===== config.mk =====
export PLATFORM = sky130hd
export DESIGN_NAME = rti_finish
export DESIGN_NICKNAME = d
export VERILOG_FILES = /design/src/design/rti_pkg.sv /design/src/design/rti_finish.sv
export SDC_FILE = /design/constraint.sdc
export NUM_CORES = 2
export LEC_CHECK = 0
export BUFFER_PORTS_ARGS = -buffer_cell sky130_fd_sc_hd__buf_2
export CORE_ASPECT_RATIO = 0.8
export CORE_MARGIN = 1.5
export CORE_UTILIZATION = 30
export CTS_BUF_LIST = sky130_fd_sc_hd__clkbuf_16
export CTS_CLUSTER_SIZE = 24
export DETAILED_ROUTE_END_ITERATION = 10
export GPL_ROUTABILITY_DRIVEN = 0
export PLACE_DENSITY = 0.55
export SYNTH_ARGS = -nofsm -noshare
export SYNTH_HDL_FRONTEND = slang
export SYNTH_SLANG_ARGS = --single-unit

===== constraint.sdc =====
create_clock -name clk -period 22.6 [get_ports clk]
set_clock_uncertainty 0.05 [all_clocks]
set_input_delay 2.26 -clock clk [delete_from_list [all_inputs] [get_ports clk]]
set_output_delay 2.26 -clock clk [all_outputs]
set_load 0.005 [all_outputs]

===== src/design/rti_pkg.sv =====
// Shared widths, types, register indexes and helpers for the ray-triangle intersection unit.
package rti_pkg;

  localparam int COORD_WIDTH = 21;
  localparam int FRAC_BITS   = 12;

  localparam int CW   = COORD_WIDTH;
  localparam int NW   = 3 * CW;           // packed xyz vector
  localparam int DW   = CW - 1;           // distance / max_distance width
  localparam int UW   = FRAC_BITS + 1;    // barycentric width
  localparam int EW   = CW + 1;           // edge and origin offset width
  localparam int PRW  = 2 * EW;           // cross product term width
  localparam int CRW  = PRW + 1;          // cross product width
  localparam int SPL  = EW;               // low split of a cross component
  localparam int HIW  = CRW - SPL;        // high split of a cross component
  localparam int PPW  = EW + HIW;         // partial product width
  localparam int DOTW = EW + CRW + 2;     // dot product width
  localparam int RW   = DOTW + DW + 1;    // divider remainder width
  localparam int HPW  = DW + 1 + CW;      // t times direction
  localparam int SW   = HPW - FRAC_BITS + 1;

  localparam int IN_TDATA_W  = ((6 * CW + DW + 7) / 8) * 8;
  localparam int OUT_FIELD_W = DW + 2 * UW + NW + NW;
  localparam int OUT_TDATA_W = ((OUT_FIELD_W + 7) / 8) * 8;
  localparam int IDXW        = 3;

  localparam logic [IDXW-1:0] REG_VERTEX_A     = IDXW'(0);
  localparam logic [IDXW-1:0] REG_VERTEX_B     = IDXW'(1);
  localparam logic [IDXW-1:0] REG_VERTEX_C     = IDXW'(2);
  localparam logic [IDXW-1:0] REG_UNIT_NORMAL  = IDXW'(3);
  localparam logic [IDXW-1:0] REG_MIN_DISTANCE = IDXW'(4);

  typedef logic signed [CW-1:0]   coord_t;
  typedef logic signed [EW-1:0]   edge_t;
  typedef logic signed [PRW-1:0]  prod_t;
  typedef logic signed [CRW-1:0]  cross_t;
  typedef logic signed [PPW-1:0]  part_t;
  typedef logic signed [DOTW-1:0] dot_t;
  typedef logic signed [HPW-1:0]  hp_t;
  typedef logic signed [SW-1:0]   sw_t;
  typedef logic [RW-1:0]          rem_t;
  typedef logic [DW-1:0]          dist_t;
  typedef logic [UW-1:0]          bary_t;
  typedef logic [NW-1:0]          vec_t;

  typedef struct packed {
    logic  valid;
    logic  miss;
    rem_t  det;
    rem_t  rt;
    rem_t  ru;
    rem_t  rv;
    vec_t  o;
    vec_t  d;
    dist_t maxd;
  } front_t;

  typedef struct packed {
    logic  valid;
    logic  miss;
    rem_t  det;
    rem_t  rt;
    rem_t  ru;
    rem_t  rv;
    dist_t qt;
    bary_t qu;
    bary_t qv;
    vec_t  o;
    vec_t  d;
    dist_t maxd;
  } dstage_t;

  typedef struct packed {
    logic  valid;
    logic  miss;
    logic  remz;
    dist_t tq;
    bary_t bu;
    bary_t bv;
    vec_t  o;
    vec_t  d;
    dist_t maxd;
  } div_t;

  function automatic int nxt(input int k);
    return (k == 2) ? 0 : k + 1;
  endfunction

  function automatic coord_t comp(input vec_t p, input int k);
    return p[k*CW +: CW];
  endfunction

endpackage


===== src/design/rti_finish.sv =====
// Distance range test, hit point with saturation and the output register.
module rti_finish (
  input  logic           clk,
  input  logic           rst,
  input  logic           en,
  input  rti_pkg::div_t  din,
  input  rti_pkg::dist_t min_d,
  input  rti_pkg::vec_t  normal,
  output logic           out_valid,
  output logic           out_hit,
  output rti_pkg::dist_t out_dist,
  output rti_pkg::bary_t out_u,
  output rti_pkg::bary_t out_v,
  output rti_pkg::vec_t  out_point,
  output rti_pkg::vec_t  out_normal
);
  import rti_pkg::*;

  localparam sw_t CMAX = sw_t'((2 ** (CW - 1)) - 1);
  localparam sw_t CMIN = -CMAX - sw_t'(1);

  logic  f1_valid, f1_hit;
  dist_t f1_q;
  bary_t f1_u, f1_v;
  hp_t   f1_pr [3];
  vec_t  f1_o;
  logic  hit;
  sw_t   psum [3];
  vec_t  pnt;

  assign hit = !din.miss && (din.tq >= min_d)
            && ((din.tq < din.maxd) || ((din.tq == din.maxd) && din.remz));

  always_comb begin
    for (int k = 0; k < 3; k++) begin
      psum[k] = sw_t'(comp(f1_o, k)) + sw_t'(f1_pr[k] >>> FRAC_BITS);
      if (psum[k] > CMAX) begin
        pnt[k*CW +: CW] = CMAX[CW-1:0];
      end else if (psum[k] < CMIN) begin
        pnt[k*CW +: CW] = CMIN[CW-1:0];
      end else begin
        pnt[k*CW +: CW] = psum[k][CW-1:0];
      end
    end
  end

  always_ff @(posedge clk) begin
    if (rst) begin
      f1_valid  <= 1'b0;
      out_valid <= 1'b0;
    end else if (en) begin
      f1_valid <= din.valid;
      f1_hit   <= hit;
      f1_q     <= din.tq;
      f1_u     <= din.bu;
      f1_v     <= din.bv;
      f1_o     <= din.o;
      for (int k = 0; k < 3; k++) begin
        f1_pr[k] <= hp_t'($signed({1'b0, din.tq})) * hp_t'(comp(din.d, k));
      end

      // zero every payload field on a miss
      out_valid  <= f1_valid;
      out_hit    <= f1_hit;
      out_dist   <= f1_hit ? f1_q : '0;
      out_u      <= f1_hit ? f1_u : '0;
      out_v      <= f1_hit ? f1_v : '0;
      out_point  <= f1_hit ? pnt : '0;
      out_normal <= f1_hit ? normal : '0;
    end
  end

endmodule


==> results.sh <==
export IMPL_clk_pin_slew_worst_paths_ns=0.06
export IMPL_die_h_um=402
export IMPL_cap_violations=0
export IMPL_viasPerCell=4.65
export IMPL_synth_sequential_area_ratio_pct=18.8
export IMPL_worst_slack_ns=12.42
export IMPL_reg2reg_slack_ns=17.74
export IMPL_final_net_count=8266
export IMPL_cts_htree_levels=2
export IMPL_synth_cells_most_frequent="sky130_fd_sc_hd__inv_1 (1,275), sky130_fd_sc_hd__fa_1 (1,020), sky130_fd_sc_hd__and2_1 (708)"
export IMPL_grt_overflow_total=0
export IMPL_yosysMostFrequentCell="sky130_fd_sc_hd__inv_1"
export IMPL_via_count=42000
export IMPL_synth_area_um2=59700
export IMPL_critPathArrivalTime_ns=10.57
export IMPL_coreArea_um2=198000
export IMPL_synth_main_ff_cell="sky130_fd_sc_hd__edfxtp_1"
export IMPL_setup_repair_after_global_routing_missed_its_margin="no"
export IMPL_worstMarginPinSlew_ns=1.04
export IMPL_drt_iter0_drc=2720
export IMPL_slew_viol_final=0
export IMPL_worstSetupEndpointType="register"
export IMPL_route_detailed_drc=0
export IMPL_detailedPlacementHpwl_um=129000
export IMPL_final_area_um2=66200
export IMPL_postCtsResizedCells=0
export IMPL_drt_pre_antenna_iters=5
export IMPL_number_of_flops_mapped_to_enable_cells_by_yosys=373
export IMPL_port_buffers=454
export IMPL_grt_pass1_wl_um=264000
export IMPL_cts_setup_buffers=0
export IMPL_area_growth_synth_to_final_pct=11.0
export IMPL_crit_path_start_kind="input pin"
export IMPL_max_clock_path_buffers=3
export IMPL_timing_final_crit_period_ns=10.18
export IMPL_run_status="finished, final reports clean"
export IMPL_dieArea_um2=202000
export IMPL_yosys_register_bits=375
export IMPL_post_synthesis_cell_type_with_the_largest_combined_area="sky130_fd_sc_hd__fa_1"
export IMPL_numClockSinks=375
export IMPL_required_ns=22.99
export IMPL_dp_worst_setup_slack_ns=11.82
export IMPL_synth_async_sr_flop_share_pct=0
export IMPL_placed_cell_area_um2=64500
export IMPL_count_of_warnings_emitted_by_yosys=0
export IMPL_drtAntennaViolNets=0
export IMPL_routed_wirelength_um=168000
export IMPL_maxSlewHeadroom_pct=30.6
export IMPL_initial_core_utilization_pct=30.2
export IMPL_cts_buffers=48
export IMPL_criticalPathCategory="input pin to register"
export IMPL_syn_avg_cell_area_um2=9.83
export IMPL_timing_hold_violations_final=0
export IMPL_final_period_utilization_pct=45.0
export IMPL_synthTopCellsByArea="sky130_fd_sc_hd__fa_1 (34%), sky130_fd_sc_hd__edfxtp_1 (19%), sky130_fd_sc_hd__ha_1 (13%)"
export IMPL_grtUsageTotal_pct=16.9
export IMPL_grt_antenna_before_repair=37
export IMPL_detail_route_wl_per_cell_um=18.6
export IMPL_setup_viol=0
export IMPL_final_fill_count=20300
export IMPL_syn_num_nets=8014
export IMPL_drive_above_1_share_pct=9.64
export IMPL_worstHoldPathType="register to register"
export IMPL_synth_cell_type_count=75
export IMPL_via_count_of_the_first_global_routing_pass=44700
export IMPL_design_portCount=455
export IMPL_timing_fmax_mhz=98.2
export IMPL_chipWidth_um=502
export IMPL_post_cts_hold_buffer_count=0
export IMPL_grt_max_degree=75
export IMPL_fp_row_count=146
export IMPL_root_buffer="sky130_fd_sc_hd__clkbuf_16"
export IMPL_worst_skew_pair_late_latency_ns=0.68
export IMPL_critical_path_peak_fanout=38
export IMPL_post_route_setup_tns_ns=0
export IMPL_tritoncts="built"
export IMPL_synthDominantCellAreaShare_pct=34.2
export IMPL_cells_after_synth=6070
registers in the layout, indices dropped and copies added, names as in the netlist:
| signal | cells |
|---|---|
| out_hit | 1 |
| f1_o | 63 |
| f1_pr | 90 |
| out_v | 13 |
| out_point | 63 |
| out_dist | 20 |
| f1_q | 20 |
| f1_hit | 1 |
| f1_valid | 1 |
| out_valid | 1 |
| f1_u | 13 |
| out_normal | 63 |
| f1_v | 13 |
| out_u | 13 |
cell families (layout without fill, tap and decap cells):
logic type                 Yosys count  in the layout  synth area share, %
and+or+nand+nor                   1731           1731                 14.9
DFF                                375            375                 18.8
buffers and inverters             1579           1870                 9.95
other                                0             12                    0
adders and majority gates         1663           1663                 47.7
muxes                                6              6                0.103
xor gates and xnor gates           159            159                 2.33
AOI/OAI and AO/OA                  557            557                 6.22
placed cells by master, fill, tap and decap left out, types with 9 or more instances in the layout:
cell type                   netlist  final
sky130_fd_sc_hd__clkbuf_16        0     48
sky130_fd_sc_hd__o211ai_1        17     17
sky130_fd_sc_hd__o21ai_0         98     98
sky130_fd_sc_hd__ha_1           643    643
sky130_fd_sc_hd__o21bai_1        13     13
sky130_fd_sc_hd__a31oi_1         17     17
sky130_fd_sc_hd__nor4_1          10     10
sky130_fd_sc_hd__nor2b_1         63     62
sky130_fd_sc_hd__xor2_1          45     45
sky130_fd_sc_hd__a31o_2           9      9
sky130_fd_sc_hd__edfxtp_1       373    373
sky130_fd_sc_hd__buf_2            7    454
sky130_fd_sc_hd__nor3_1          25     25
sky130_fd_sc_hd__or2_2            9      9
sky130_fd_sc_hd__nand2_1        688    688
sky130_fd_sc_hd__a211oi_1        17     17
sky130_fd_sc_hd__inv_1         1275   1282
sky130_fd_sc_hd__nor2_1          97     97
sky130_fd_sc_hd__nand3_1         23     23
sky130_fd_sc_hd__and3_1          20     20
sky130_fd_sc_hd__o31ai_1         26     25
sky130_fd_sc_hd__a21o_1          92     92
sky130_fd_sc_hd__xnor2_1        114    114
sky130_fd_sc_hd__a21oi_1        145    145
sky130_fd_sc_hd__o21a_1          46     46
sky130_fd_sc_hd__nand2b_1        38     38
sky130_fd_sc_hd__buf_4            0     52
sky130_fd_sc_hd__and2_1         708    708
sky130_fd_sc_hd__nand4_1         27     27
sky130_fd_sc_hd__diode_2          0     12
sky130_fd_sc_hd__fa_1          1020   1020
layout make-up:
type,instances,area [um2],area share (%)
Tap cell,2664,3330,5.03
Clock inverter,41,438,0.661
Timing Repair Buffer,506,2660,4.02
Inverter,1275,4790,7.23
Multi-Input combinational cell,4116,42500,64.2
Sequential cell,375,11200,17.0
Antenna cell,12,30.0,0.0454
Clock buffer,48,1200,1.81
per-layer routing:
layer	track usage (%)	share of wire [%]	vias up
li1	-	-	19200
met1	24.4	46	21400
met2	27.2	46	1175
met3	2.35	6.3	182
met4	2.81	1.6	12
met5	0	0.047	-
per-stage QoR:
stage / instances / utilization [%] / hold slack, ns
after global placement: 8936 / 32.6 / 0.420
after detailed placement: 8936 / 32.6 / 0.436
after CTS: 9025 / 33.5 / 0.402
after floorplan: 6070 / - / 0.374
final: 9037 / 33.5 / 0.421
after global routing: 9029 / 33.5 / 0.434
worst paths after layout:
path                                  to  depth (start not counted)              startpoint
max               f1_pr[0][83]$_DFFE_PP_                         24                din[179]
min               out_u[7]$_SDFFCE_PN0P_                          1       f1_u[7]$_DFFE_PP_
max reg2reg  out_point[29]$_SDFFCE_PN0P_                         12  f1_pr[0][54]$_DFFE_PP_
min reg2reg       out_u[7]$_SDFFCE_PN0P_                          1       f1_u[7]$_DFFE_PP_
worst max-delay path: stages:
cell and delay [ns]:
sky130_fd_sc_hd__buf_2 0.65, sky130_fd_sc_hd__buf_4 0.60, sky130_fd_sc_hd__nand2_1 0.18, sky130_fd_sc_hd__fa_1 0.57
sky130_fd_sc_hd__inv_1 0.05, sky130_fd_sc_hd__fa_1 0.49, sky130_fd_sc_hd__inv_1 0.05, sky130_fd_sc_hd__fa_1 0.54
sky130_fd_sc_hd__inv_1 0.05, sky130_fd_sc_hd__fa_1 0.51, sky130_fd_sc_hd__fa_1 0.46, sky130_fd_sc_hd__fa_1 0.52
sky130_fd_sc_hd__fa_1 0.41, sky130_fd_sc_hd__ha_1 0.35, sky130_fd_sc_hd__a2111oi_0 0.45, sky130_fd_sc_hd__o21ai_0 0.15
sky130_fd_sc_hd__o21ai_0 0.16, sky130_fd_sc_hd__o21a_1 0.15, sky130_fd_sc_hd__o41a_1 0.26, sky130_fd_sc_hd__o21ai_0 0.28
sky130_fd_sc_hd__a2111oi_0 0.80, sky130_fd_sc_hd__o31ai_1 0.21, sky130_fd_sc_hd__a21oi_1 0.21, sky130_fd_sc_hd__xnor2_1 0.08
Power is left out: the tool's default activity adds up to more than one toggle a clock period on the data nets, which glitch-free logic cannot reach.
